--- src/design/sdss_pkg.sv ---
`timescale 1ns / 1ps
// ----------------------------------------------------------------------------
// sdss_pkg
// Shared types, constants and the segment lookup for the signed decimal to
// seven-segment encoder.
// ----------------------------------------------------------------------------
package sdss_pkg;

    localparam int ValueW = 16;
    localparam int MagW   = 14;   // magnitude of an in-range value, max 9999
    localparam int RemW   = 10;   // remainder below 1000
    localparam int Rem2W  = 7;    // remainder below 100
    localparam int DigitW = 4;
    localparam int SegW   = 8;

    localparam logic signed [ValueW-1:0] ValueMax = 16'sd9999;
    localparam logic signed [ValueW-1:0] ValueMin = -16'sd999;

    // Register indexes on the configuration port
    localparam logic CfgColonOn     = 1'b0;
    localparam logic CfgHasPoints   = 1'b1;

    // Point position meaning "no point"
    localparam logic [1:0] PointNone = 2'd3;

    // Digit codes beyond 0..9
    localparam logic [DigitW-1:0] CodeMinus = 4'd10;
    localparam logic [DigitW-1:0] CodeBlank = 4'd11;

    localparam logic [SegW-1:0] PointBit = 8'h80;

    // Flags that travel alongside the digits
    typedef struct packed {
        logic       neg;
        logic       blank;
        logic [1:0] point_digit;
    } sdss_ctrl_t;

    // Segment pattern, bit 0 = a .. bit 6 = g
    function automatic logic [6:0] seg_lookup(input logic [DigitW-1:0] code);
        logic [6:0] pat;
        unique case (code)
            4'd0:      pat = 7'h3f;
            4'd1:      pat = 7'h06;
            4'd2:      pat = 7'h5b;
            4'd3:      pat = 7'h4f;
            4'd4:      pat = 7'h66;
            4'd5:      pat = 7'h6d;
            4'd6:      pat = 7'h7d;
            4'd7:      pat = 7'h07;
            4'd8:      pat = 7'h7f;
            4'd9:      pat = 7'h6f;
            CodeMinus: pat = 7'h40;
            default:   pat = 7'h00;
        endcase
        return pat;
    endfunction

endpackage

--- src/design/sdss_digit_split.sv ---
`timescale 1ns / 1ps
// ----------------------------------------------------------------------------
// sdss_digit_split
// Two pipeline stages: thousands digit, then hundreds digit, each by a
// reciprocal multiply and a back-subtract.
// ----------------------------------------------------------------------------
module sdss_digit_split (
    input  logic                        aclk,
    input  logic                        aresetn,
    input  logic                        en,
    input  logic                        in_valid,
    input  sdss_pkg::sdss_ctrl_t        in_ctrl,
    input  logic [sdss_pkg::MagW-1:0]   in_mag,
    output logic                        out_valid,
    output sdss_pkg::sdss_ctrl_t        out_ctrl,
    output logic [sdss_pkg::DigitW-1:0] out_thou,
    output logic [sdss_pkg::DigitW-1:0] out_hund,
    output logic [sdss_pkg::Rem2W-1:0]  out_rem
);
    import sdss_pkg::*;

    // Stage A: thousands = floor(mag * 8389 / 2^23), exact for mag <= 9999
    logic [26:0]       thou_prod;
    logic [DigitW-1:0] thou_q;
    logic [RemW-1:0]   thou_rem;

    assign thou_prod = {13'd0, in_mag} * 27'd8389;
    assign thou_q    = thou_prod[26:23];
    assign thou_rem  = RemW'(in_mag - MagW'(thou_q) * 14'd1000);

    logic              a_valid_reg;
    sdss_ctrl_t        a_ctrl_reg;
    logic [DigitW-1:0] a_thou_reg;
    logic [RemW-1:0]   a_rem_reg;

    always_ff @(posedge aclk) begin
        if (!aresetn) begin
            a_valid_reg <= 1'b0;
        end else if (en) begin
            a_valid_reg <= in_valid;
        end
    end

    always_ff @(posedge aclk) begin
        if (en) begin
            a_ctrl_reg <= in_ctrl;
            a_thou_reg <= thou_q;
            a_rem_reg  <= thou_rem;
        end
    end

    // Stage B: hundreds = floor(rem * 41 / 2^12), exact for rem <= 999
    logic [15:0]       hund_prod;
    logic [DigitW-1:0] hund_q;
    logic [Rem2W-1:0]  hund_rem;

    assign hund_prod = {6'd0, a_rem_reg} * 16'd41;
    assign hund_q    = hund_prod[15:12];
    assign hund_rem  = Rem2W'(a_rem_reg - RemW'(hund_q) * 10'd100);

    logic              b_valid_reg;
    sdss_ctrl_t        b_ctrl_reg;
    logic [DigitW-1:0] b_thou_reg;
    logic [DigitW-1:0] b_hund_reg;
    logic [Rem2W-1:0]  b_rem_reg;

    always_ff @(posedge aclk) begin
        if (!aresetn) begin
            b_valid_reg <= 1'b0;
        end else if (en) begin
            b_valid_reg <= a_valid_reg;
        end
    end

    always_ff @(posedge aclk) begin
        if (en) begin
            b_ctrl_reg <= a_ctrl_reg;
            b_thou_reg <= a_thou_reg;
            b_hund_reg <= hund_q;
            b_rem_reg  <= hund_rem;
        end
    end

    assign out_valid = b_valid_reg;
    assign out_ctrl  = b_ctrl_reg;
    assign out_thou  = b_thou_reg;
    assign out_hund  = b_hund_reg;
    assign out_rem   = b_rem_reg;

endmodule

--- src/design/sdss_format.sv ---
`timescale 1ns / 1ps
// ----------------------------------------------------------------------------
// sdss_format
// Two pipeline stages: tens/units split with leading-zero blanking, then the
// segment lookup with colon and decimal point bits.
// ----------------------------------------------------------------------------
module sdss_format (
    input  logic                        aclk,
    input  logic                        aresetn,
    input  logic                        en,
    input  logic                        colon_on,
    input  logic                        display_has_points,
    input  logic                        in_valid,
    input  sdss_pkg::sdss_ctrl_t        in_ctrl,
    input  logic [sdss_pkg::DigitW-1:0] in_thou,
    input  logic [sdss_pkg::DigitW-1:0] in_hund,
    input  logic [sdss_pkg::Rem2W-1:0]  in_rem,
    output logic                        out_valid,
    output logic [sdss_pkg::SegW-1:0]   out_seg_first,
    output logic [sdss_pkg::SegW-1:0]   out_seg_second,
    output logic [sdss_pkg::SegW-1:0]   out_seg_third,
    output logic [sdss_pkg::SegW-1:0]   out_seg_fourth
);
    import sdss_pkg::*;

    // Stage C: tens = floor(rem * 103 / 2^10), exact for rem <= 99
    logic [13:0]       tens_prod;
    logic [DigitW-1:0] tens_q;
    logic [DigitW-1:0] units;
    logic              blank0;
    logic              blank1;
    logic              blank2;
    logic [DigitW-1:0] code_next [4];

    assign tens_prod = {7'd0, in_rem} * 14'd103;
    assign tens_q    = tens_prod[13:10];
    assign units     = DigitW'(in_rem - Rem2W'(tens_q) * 7'd10);

    // Blanking chain; thousands is always zero for a negative value, so the
    // same chain starts at the second digit there
    assign blank0 = in_ctrl.blank && !in_ctrl.neg && (in_thou == '0);
    assign blank1 = in_ctrl.blank && (in_thou == '0) && (in_hund == '0);
    assign blank2 = blank1 && (tens_q == '0);

    always_comb begin
        code_next[0] = in_ctrl.neg ? CodeMinus : (blank0 ? CodeBlank : in_thou);
        code_next[1] = blank1 ? CodeBlank : in_hund;
        code_next[2] = blank2 ? CodeBlank : tens_q;
        code_next[3] = units;
    end

    logic              c_valid_reg;
    logic [1:0]        c_point_reg;
    logic [DigitW-1:0] c_code_reg [4];

    always_ff @(posedge aclk) begin
        if (!aresetn) begin
            c_valid_reg <= 1'b0;
        end else if (en) begin
            c_valid_reg <= in_valid;
        end
    end

    always_ff @(posedge aclk) begin
        if (en) begin
            c_point_reg <= in_ctrl.point_digit;
            c_code_reg  <= code_next;
        end
    end

    // Stage D: segment lookup; colon and point each add 0x80 mod 256, and the
    // table never sets bit 7, so the two combine by xor
    logic [SegW-1:0] seg_next [4];

    always_comb begin
        for (int i = 0; i < 4; i++) begin
            seg_next[i] = {colon_on ^ (display_has_points && (c_point_reg != PointNone)
                                       && (c_point_reg == 2'(i))),
                           seg_lookup(c_code_reg[i])};
        end
    end

    logic            d_valid_reg;
    logic [SegW-1:0] d_seg_reg [4];

    always_ff @(posedge aclk) begin
        if (!aresetn) begin
            d_valid_reg <= 1'b0;
        end else if (en) begin
            d_valid_reg <= c_valid_reg;
        end
    end

    always_ff @(posedge aclk) begin
        if (en) begin
            d_seg_reg <= seg_next;
        end
    end

    assign out_valid      = d_valid_reg;
    assign out_seg_first  = d_seg_reg[0];
    assign out_seg_second = d_seg_reg[1];
    assign out_seg_third  = d_seg_reg[2];
    assign out_seg_fourth = d_seg_reg[3];

endmodule

--- src/design/signed_decimal_to_seven_segment_top.sv ---
`timescale 1ns / 1ps
// Throughput: one beat per cycle; a stall on the result side holds all five
// stages together, and an out-of-range value is dropped in the first stage.
// Reset: synchronous, active low; clears the stage valid bits and both
// configuration registers (colon off, no per-digit points).
// ----------------------------------------------------------------------------
// signed_decimal_to_seven_segment_top
// Five-stage pipeline: range check and magnitude, thousands, hundreds,
// tens/units with blanking, segment lookup with colon and points.
// ----------------------------------------------------------------------------
module signed_decimal_to_seven_segment_top (
    input  logic                               aclk,
    input  logic                               aresetn,
    input  logic                               cfg_wr_en,
    input  logic                               cfg_index,
    input  logic                               cfg_data,
    input  logic                               s_valid,
    output logic                               s_ready,
    input  logic signed [sdss_pkg::ValueW-1:0] s_value,
    input  logic                               s_blank_leading,
    input  logic [1:0]                         s_point_digit,
    output logic                               m_valid,
    input  logic                               m_ready,
    output logic [sdss_pkg::SegW-1:0]          m_seg_first,
    output logic [sdss_pkg::SegW-1:0]          m_seg_second,
    output logic [sdss_pkg::SegW-1:0]          m_seg_third,
    output logic [sdss_pkg::SegW-1:0]          m_seg_fourth
);
    import sdss_pkg::*;

    // Configuration registers
    logic colon_on_reg;
    logic has_points_reg;

    always_ff @(posedge aclk) begin
        if (!aresetn) begin
            colon_on_reg   <= 1'b0;
            has_points_reg <= 1'b0;
        end else if (cfg_wr_en) begin
            unique case (cfg_index)
                CfgColonOn:   colon_on_reg   <= cfg_data;
                CfgHasPoints: has_points_reg <= cfg_data;
                default: ;
            endcase
        end
    end

    // Whole pipeline advances when the output slot is free or being drained
    logic pipe_en;
    assign pipe_en = !m_valid || m_ready;
    assign s_ready = pipe_en;

    // Stage 1: range check and absolute value
    logic              in_range;
    logic [ValueW-1:0] neg_value;
    sdss_ctrl_t        ctrl_next;

    assign in_range  = (s_value <= ValueMax) && (s_value >= ValueMin);
    assign neg_value = ValueW'(-s_value);

    always_comb begin
        ctrl_next.neg         = s_value[ValueW-1];
        ctrl_next.blank       = s_blank_leading;
        ctrl_next.point_digit = s_point_digit;
    end

    logic            s1_valid_reg;
    sdss_ctrl_t      s1_ctrl_reg;
    logic [MagW-1:0] s1_mag_reg;

    always_ff @(posedge aclk) begin
        if (!aresetn) begin
            s1_valid_reg <= 1'b0;
        end else if (pipe_en) begin
            s1_valid_reg <= s_valid && in_range;
        end
    end

    always_ff @(posedge aclk) begin
        if (pipe_en) begin
            s1_ctrl_reg <= ctrl_next;
            s1_mag_reg  <= s_value[ValueW-1] ? neg_value[MagW-1:0] : s_value[MagW-1:0];
        end
    end

    // Stages 2 and 3: thousands and hundreds
    logic              sp_valid;
    sdss_ctrl_t        sp_ctrl;
    logic [DigitW-1:0] sp_thou;
    logic [DigitW-1:0] sp_hund;
    logic [Rem2W-1:0]  sp_rem;

    sdss_digit_split u_split (
        .aclk      (aclk),
        .aresetn   (aresetn),
        .en        (pipe_en),
        .in_valid  (s1_valid_reg),
        .in_ctrl   (s1_ctrl_reg),
        .in_mag    (s1_mag_reg),
        .out_valid (sp_valid),
        .out_ctrl  (sp_ctrl),
        .out_thou  (sp_thou),
        .out_hund  (sp_hund),
        .out_rem   (sp_rem)
    );

    // Stages 4 and 5: tens/units, blanking, segments
    sdss_format u_format (
        .aclk               (aclk),
        .aresetn            (aresetn),
        .en                 (pipe_en),
        .colon_on           (colon_on_reg),
        .display_has_points (has_points_reg),
        .in_valid           (sp_valid),
        .in_ctrl            (sp_ctrl),
        .in_thou            (sp_thou),
        .in_hund            (sp_hund),
        .in_rem             (sp_rem),
        .out_valid          (m_valid),
        .out_seg_first      (m_seg_first),
        .out_seg_second     (m_seg_second),
        .out_seg_third      (m_seg_third),
        .out_seg_fourth     (m_seg_fourth)
    );

`ifndef SYNTHESIS
    // An out-of-range value never enters the pipeline
    a_drop_range: assert property (@(posedge aclk) disable iff (!aresetn)
        s_valid && s_ready && !in_range |=> !s1_valid_reg)
        else $error("out-of-range value entered stage 1");

    // An in-range beat always lands in stage 1
    a_take_range: assert property (@(posedge aclk) disable iff (!aresetn)
        s_valid && s_ready && in_range |=> s1_valid_reg)
        else $error("in-range beat lost at stage 1");

    // A stall freezes stage 1
    a_stall_hold: assert property (@(posedge aclk) disable iff (!aresetn)
        !s_ready |=> $stable(s1_valid_reg) && $stable(s1_mag_reg))
        else $error("stage 1 changed during a stall");

    // Magnitude of a live entry stays within four digits
    a_mag_bound: assert property (@(posedge aclk) disable iff (!aresetn)
        s1_valid_reg |-> (s1_mag_reg <= 14'd9999))
        else $error("stage 1 magnitude out of range");
`endif

endmodule
--- config.mk ---
export PLATFORM = sky130hd
export DESIGN_NAME = signed_decimal_to_seven_segment_top
export DESIGN_NICKNAME = d
export VERILOG_FILES = /design/src/design/sdss_pkg.sv /design/src/design/sdss_digit_split.sv /design/src/design/sdss_format.sv /design/src/design/signed_decimal_to_seven_segment_top.sv
export SDC_FILE = /design/constraint.sdc
export NUM_CORES = 1
export LEC_CHECK = 0
export BUFFER_PORTS_ARGS = -buffer_cell sky130_fd_sc_hd__buf_2
export CORE_ASPECT_RATIO = 1.1
export CORE_MARGIN = 1.5
export CORE_UTILIZATION = 65
export CTS_BUF_LIST = sky130_fd_sc_hd__clkbuf_4 sky130_fd_sc_hd__clkbuf_8
export DETAILED_ROUTE_END_ITERATION = 10
export GPL_ROUTABILITY_DRIVEN = 1
export GPL_TIMING_DRIVEN = 0
export PLACE_DENSITY = 0.88
export RECOVER_POWER = 100
export SLEW_MARGIN = 30
export SYNTH_ARGS = -nofsm -noshare
export SYNTH_HDL_FRONTEND = slang
export SYNTH_SLANG_ARGS = --single-unit
--- constraint.sdc ---
create_clock -name aclk -period 15.64 [get_ports aclk]
set_input_delay 1.564 -clock aclk [delete_from_list [all_inputs] [get_ports aclk]]
set_output_delay 1.564 -clock aclk [all_outputs]
set_load 0.01 [all_outputs]
Word-level counts from Yosys, hierarchy flattened
Memories as Yosys holds them, arrays and structs flattened. A register that Yosys moved wholly into a read port is not among the register bits.
Cells that the tools add are included.
{ "op_classes": {"addsub": 4, "n_mul": 6, "n_lt_le_gt_ge": 2, "eq_ne": 4, "mux": 2, "n_bitwise": 5, "reduce_logical": 22} }
{ "ops": {"columns": ["cell", "count"], "rows": [
  ["$mul A14 B14 Y27 const B", 1],
  ["$ge A16 B11 Y1 const B", 1],
  ["$le A16 B15 Y1 const B", 1],
  ["$mul A10 B6 Y16 const B", 1],
  ["$mul A7 B7 Y14 const B", 1],
  ["$mux W14", 1],
  ["$neg A14 Y14", 1],
  ["$logic_and A1 B1 Y1", 12],
  ["$logic_not A4 Y1", 3],
  ["$sub A10 B10 Y10", 1],
  ["$mul A4 B7 Y7 const B", 1],
  ["$sub A7 B7 Y7", 1],
  ["$mul A4 B5 Y5 const B", 1],
  ["$eq A2 B2 Y1 const B", 2],
  ["$mul A4 B3 Y3 const B", 1],
  ["$reduce_and A2 Y1", 2],
  ["$sub A4 B4 Y4", 1],
  ["$xor A1 B1 Y1", 4],
  ["$eq A2 B1 Y1 const B", 1],
  ["$logic_not A1 Y1", 2],
  ["$logic_not A2 Y1", 1],
  ["$ne A2 B2 Y1 const B", 1],
  ["$reduce_or A2 Y1", 1],
  ["$logic_or A1 B1 Y1", 1],
  ["2 further kinds", 2]
]} }
{ "word_totals": {"register_bits": 112, "romBits": 448, "inputBits": 26, "output_inout_bits": 34, "elab_cells": 81, "memories": 4} }
{ "mem_list": {"columns": ["memory", "words", "width", "rd", "rd_ports_with_merged_regs", "wr", "line", "rtl"], "rows": [
  ["(name not given)", 16, 7, 1, 1, 0, "sdss_pkg.sv:42", "unique case (code)"],
  ["(name not given)", 16, 7, 1, 1, 0, "sdss_pkg.sv:42", null],
  ["(name not given)", 16, 7, 1, 1, 0, "sdss_pkg.sv:42", null],
  ["(name not given)", 16, 7, 1, 1, 0, "sdss_pkg.sv:42", null]
]} }

Depth between registers and ports, before layout
{ "logic_depth": {"depth_word": 4, "mapped_depth": 28} }

Hierarchy
A second synthesis with hierarchy kept.
{ "unflattened": {"cells_unflattened": 822, "area_unflattened_um2": 9419.0} }
{ "by_module_without_submodules": {"columns": ["module", "n_inst", "cells_per_inst", "area_per_inst_um2", "seq_area_each_um2"], "rows": [
  ["sdss_digit_split", 1, 442, 4909.7, 1151.1],
  ["sdss_format", 1, 296, 3494.6, 1541.5],
  ["signed_decimal_to_seven_segment_top", 1, 84, 1014.7, 600.6]
]} }

Worst setup path after synthesis
OpenSTA, ideal clock, no wires.
{ "synth_timing": {"path_type": "reg-to-reg", "start": "register s1_mag_reg[6]", "end": "register u_split.a_rem_reg[9] (data pin)", "setup_ns": 0.274, "arrival_ns": 6.353, "required_time_ns": 15.366, "setup_slack_ns": 9.013, "stages_incl_launch_ff": 24, "period_less_slack_ns": 6.627, "cell_sequence": "edfxtp_1 ha_1 ha_1 ha_1 ha_1 fa_1 inv_1 fa_1 inv_1 ha_1 a21oi_1 o221ai_1 o211a_1 or4_1 and3_1 fa_1 fa_1 inv_1 ha_1 xor2_1 ha_1 a21oi_1 xnor2_1 xnor2_1"} }
{ "synth_between": {"elab_chain_cells": 3} }
{ "synth_lines": {"columns": ["element", "line", "rtl"], "rows": [
  ["from (decl)", "signed_decimal_to_seven_segment_top.sv:69", "logic [MagW-1:0] s1_mag_reg;"],
  ["from (signal assigned)", "signed_decimal_to_seven_segment_top.sv:82", "s1_mag_reg <= s_value[ValueW-1] ? neg_value[MagW-1:0] : s_value[MagW-1:0];"],
  ["$mul A14 B14 Y27", "sdss_digit_split.sv:27", "assign thou_prod = {13'd0, in_mag} * 27'd8389;"],
  ["$mul A4 B7 Y7", "sdss_digit_split.sv:29", "assign thou_rem = RemW'(in_mag - MagW'(thou_q) * 14'd1000);"],
  ["$sub A10 B10 Y10 (*)", "sdss_digit_split.sv:29", null],
  ["net u_split.thou_rem[9]", "sdss_digit_split.sv:25", "logic [RemW-1:0] thou_rem;"],
  ["to (signal assigned)", "sdss_digit_split.sv:48", "a_rem_reg <= thou_rem;"],
  ["to (decl)", "sdss_digit_split.sv:34", "logic [RemW-1:0] a_rem_reg;"]
]} }
Mark *: on every way through the listed nets, which the timed path passes. The rest lies on a longest branch.
A chain may end at the register's enable or synchronous reset.

Worst setup path after layout
{ "layout_timing": {"start": "register s1_mag_reg[7]", "end": "register u_split.a_rem_reg[9] (data pin)"} }
Same word-level chain as after synthesis.

==> out/metrics.csv <==
stage;metric;value;unit
run_status;status;complete, but fails checks;
run_status;violations;max-capacitance violations, max-slew violations;
final_layout;nNetsFinal;1200;
clock_network;postCtsResizedCells;0;
timing;tightest_slew;2.91;ns
clock_network;clock-sinks;112;
run;cap_violations;3;
timing;drv_slew;118;
placement;place_hpwl;13100;um
timing;fin_crit_sh;45.9;%
worst_setup_path;timing.rr.start;s1_mag_reg[7]$_DFFE_PP_;
synthesis;synth_edf_count;105;
timing;fin_skew;0.00887;ns
clock_network;h-tree-depth;3;
floorplanning;die_area;15300;um^2
floorplanning;die_w;118;um
route;vias;6295;
synthesis;ys_ff_latch;112;
synthesis;synthTopCellsByArea;edfxtp_1 (33%), ha_1 (28%), fa_1 (8.4%), inv_1 (6.4%), xnor2_1 (2.3%);
route;wirelength;16300;um
synthesis;synthMuxAreaShare;0.224;%
route;via_per_inst;5.62;
synthesis;netlist_instances;853;
timing;slew_headroom;-94.2;%
synthesis;synth_compound_area_share;10.7;%
synthesis;synth.most_common_cell;ha_1;
synthesis;avgSynthCellArea;11.1;um^2
final_layout;fin_cells;1121;
timing;fmax;0.139;GHz
worst_setup_path;path_common_cell;ha_1;
clock_network;post_cts_buffers;0;
worst_setup_path;arrival;7.30;ns
route;ant_nets;0;
final_layout;largest_reg_flops;16;
worst_setup_path;endpoint_kind;register;
clock_network;cts_hold_buf;0;
global_routing;grt_pass1_wl;27500;um
synthesis;yosys-top-cells-count;ha_1 (210), inv_1 (161), edfxtp_1 (105), fa_1 (40), nand2_1 (34);
route;first_pass_iters;4;
final_layout;syn2layout_area_growth;6.56;%
floorplanning;rows;46;
floorplanning;core;14300;um^2
route;drc;0;
synthesis;synth-async-reset-ratio;0;%
route;wire_per_inst;14.6;um
timing;finalCriticalPeriod;7.18;ns
clock_network;cts_tree;built;
worst_hold_path;hold_start;u_split.a_ctrl_reg[0]$_DFFE_PP_;
synthesis;synth_xor_area_share;4.16;%
worst_setup_path;crit_path_start_kind;register;
worst_setup_path;slowest_delay;0.57;ns
synthesis;yosysSeqAreaShare;34.7;%
clock_network;clk_pin_slew;0.10;ns
worst_setup_path;crit_slowest_cell;edfxtp_1;
synthesis;synth_top_area_cell;edfxtp_1;
worst_setup_path;r2r_setup_slack;8.46;ns
placement;place.gp.congestion;0.828;
worst_setup_path;r2r_end;u_split.a_rem_reg[9]$_DFFE_PP_;
worst_setup_path;cp-endpoint;u_split.a_rem_reg[9]$_DFFE_PP_;
floorplanning;die-height;130;um
synthesis;ys_warn_count;0;
timing;rsz0062_at_grt;no;
synthesis;synth_fa_ha_area_share;36.1;%
route;first_iter_violations;238;
clock_network;clockBufferDepth;2;
synthesis;ys.flop_type;edfxtp_1;
worst_setup_path;worstPathMaxFanout;6;
global_routing;grt_start_max_net_pins;59;
worst_hold_path;hold_class;reg2reg;
final_layout;antennaDiodeCount;0;
clock_network;cts_buffers;9;
placement;place_inst;1105;
synthesis;syn-num-nets;1129;
worst_setup_path;crit_chain;ha_1, ha_1, ha_1, ha_1, fa_1, inv_1, fa_1, inv_1, ha_1, a21oi_1, o221ai_1, o211a_1, or2_2, xnor2_1, fa_1, fa_1, inv_1, ha_1, xor2_1, ha_1, a21oi_1, xnor2_1, xnor2_1;
worst_setup_path;cp_data_required_time;15.75;ns
timing;final_hold_viol_count;0;
synthesis;syn_area;9490;um^2
synthesis;synth_top_family_by_area;adder cells;
worst_setup_path;reg2reg_depth;23;
global_routing;first_global_vias;6336;
final_layout;layout-drive-gt1-share;4.95;%
global_routing;overflow;0;
worst_setup_path;cp-startpoint;s1_mag_reg[7]$_DFFE_PP_;
floorplanning;start_util;66.2;%
synthesis;yosys.area.top_type_share;33.2;%
synthesis;synth_simple_gate_area_share;7.39;%
synthesis;synthDistinctLibCells;59;
timing;setup_violations;0;
timing;setup_tns;0;ns
floorplanning;io_pins;60;
clock_network;insertion_delay;0.38;ns
clock_network;cts_root_buffer;clkbuf_8;
placement;port_buffers;59;
global_routing;antenna_found_initial;0;
worst_setup_path;critPathKind;reg2reg;
global_routing;grt_usage;22.3;%
-- metal layers --
metal	global-route usage (%)	wire length (um)	vias to the layer above
met4	10.1	588	0
met3	3.80	518	45
met1	23.5	6500	3002
li1	-	-	3127
met5	0	0	-
met2	43.5	8730	121
-- final cells by class --
cell class,count,area [um^2]
Multi-Input combinational cell,570,5490
Fill cell,1017,4210
Sequential cell,112,3290
Inverter,161,606
Timing Repair Buffer,60,251
Tap cell,192,240
Clock buffer,9,124
Clock inverter,7,77.6
Buffer,10,37.5
-- worst max-delay path, delay by kind of cell (launching register included) --
kind | cells | cell delay [ns]
adders and majority gates | 11 | 4.28
AOI/OAI and AO/OA | 4 | 0.82
xor gates and xnor gates | 4 | 0.77
DFF | 1 | 0.57
and+or+nand+nor | 1 | 0.33
buffers and inverters | 3 | 0.14
-- cell usage in the layout (no fill, tap or decap), drive strengths merged, types with 4 or more instances in the layout --
cell,count
o21bai,4
o21a,9
o21ai,36
a21o,15
clkbuf,58
dfxtp,7
nand4,7
nor2,18
nand2b,13
nand2,35
ha,210
edfxtp,105
inv,163
xor2,15
fa,40
a21oi,19
o22ai,16
xnor2,25
nor3,10
nand3,17
or3,7
a21boi,6
buf,21
o31ai,4
a211oi,7
nor2b,10
-- through the flow --
step / setup slack (ns) / instance area (um^2) / hold WS (ns) / utilization [%]
detailed placement: 8.47 / 10100 / 0.405 / 70.2
global placement: 8.55 / 10000 / 0.402 / 70.0
finish: 8.46 / 10100 / 0.428 / 70.6
floorplan: 9.01 / 9490 / 0.400 / -
global route: 8.07 / 10100 / 0.435 / 70.6
CTS: 8.42 / 10300 / 0.426 / 71.6
-- cells by family (layout without fill, tap and decap cells) --
logic type | after synthesis | in the layout
flip-flops | 112 | 112
adder cells (fa/ha/maj) | 250 | 250
buffers and inverters | 171 | 247
multiplexers | 2 | 2
AO/OA/AOI/OAI | 143 | 143
XOR/XNOR | 42 | 42
AND/OR/NAND/NOR | 133 | 133
-- worst min-delay path by stage --
stage                                        endpoint  slack, ns  cells after the start
detailed placement    u_split.a_ctrl_reg[3]$_DFFE_PP_       0.40                      0
global placement      u_split.a_ctrl_reg[1]$_DFFE_PP_       0.40                      0
CTS                   u_split.a_ctrl_reg[3]$_DFFE_PP_       0.43                      0
global route            u_split.out_thou[3]$_DFFE_PP_       0.44                      0
floorplan           u_format.c_point_reg[0]$_DFFE_PP_       0.40                      0
finish                  u_split.out_ctrl[0]$_DFFE_PP_       0.43                      0
Power is not shown: default switching activity piles up to over one toggle a cycle in this logic, so the estimate is an artifact.
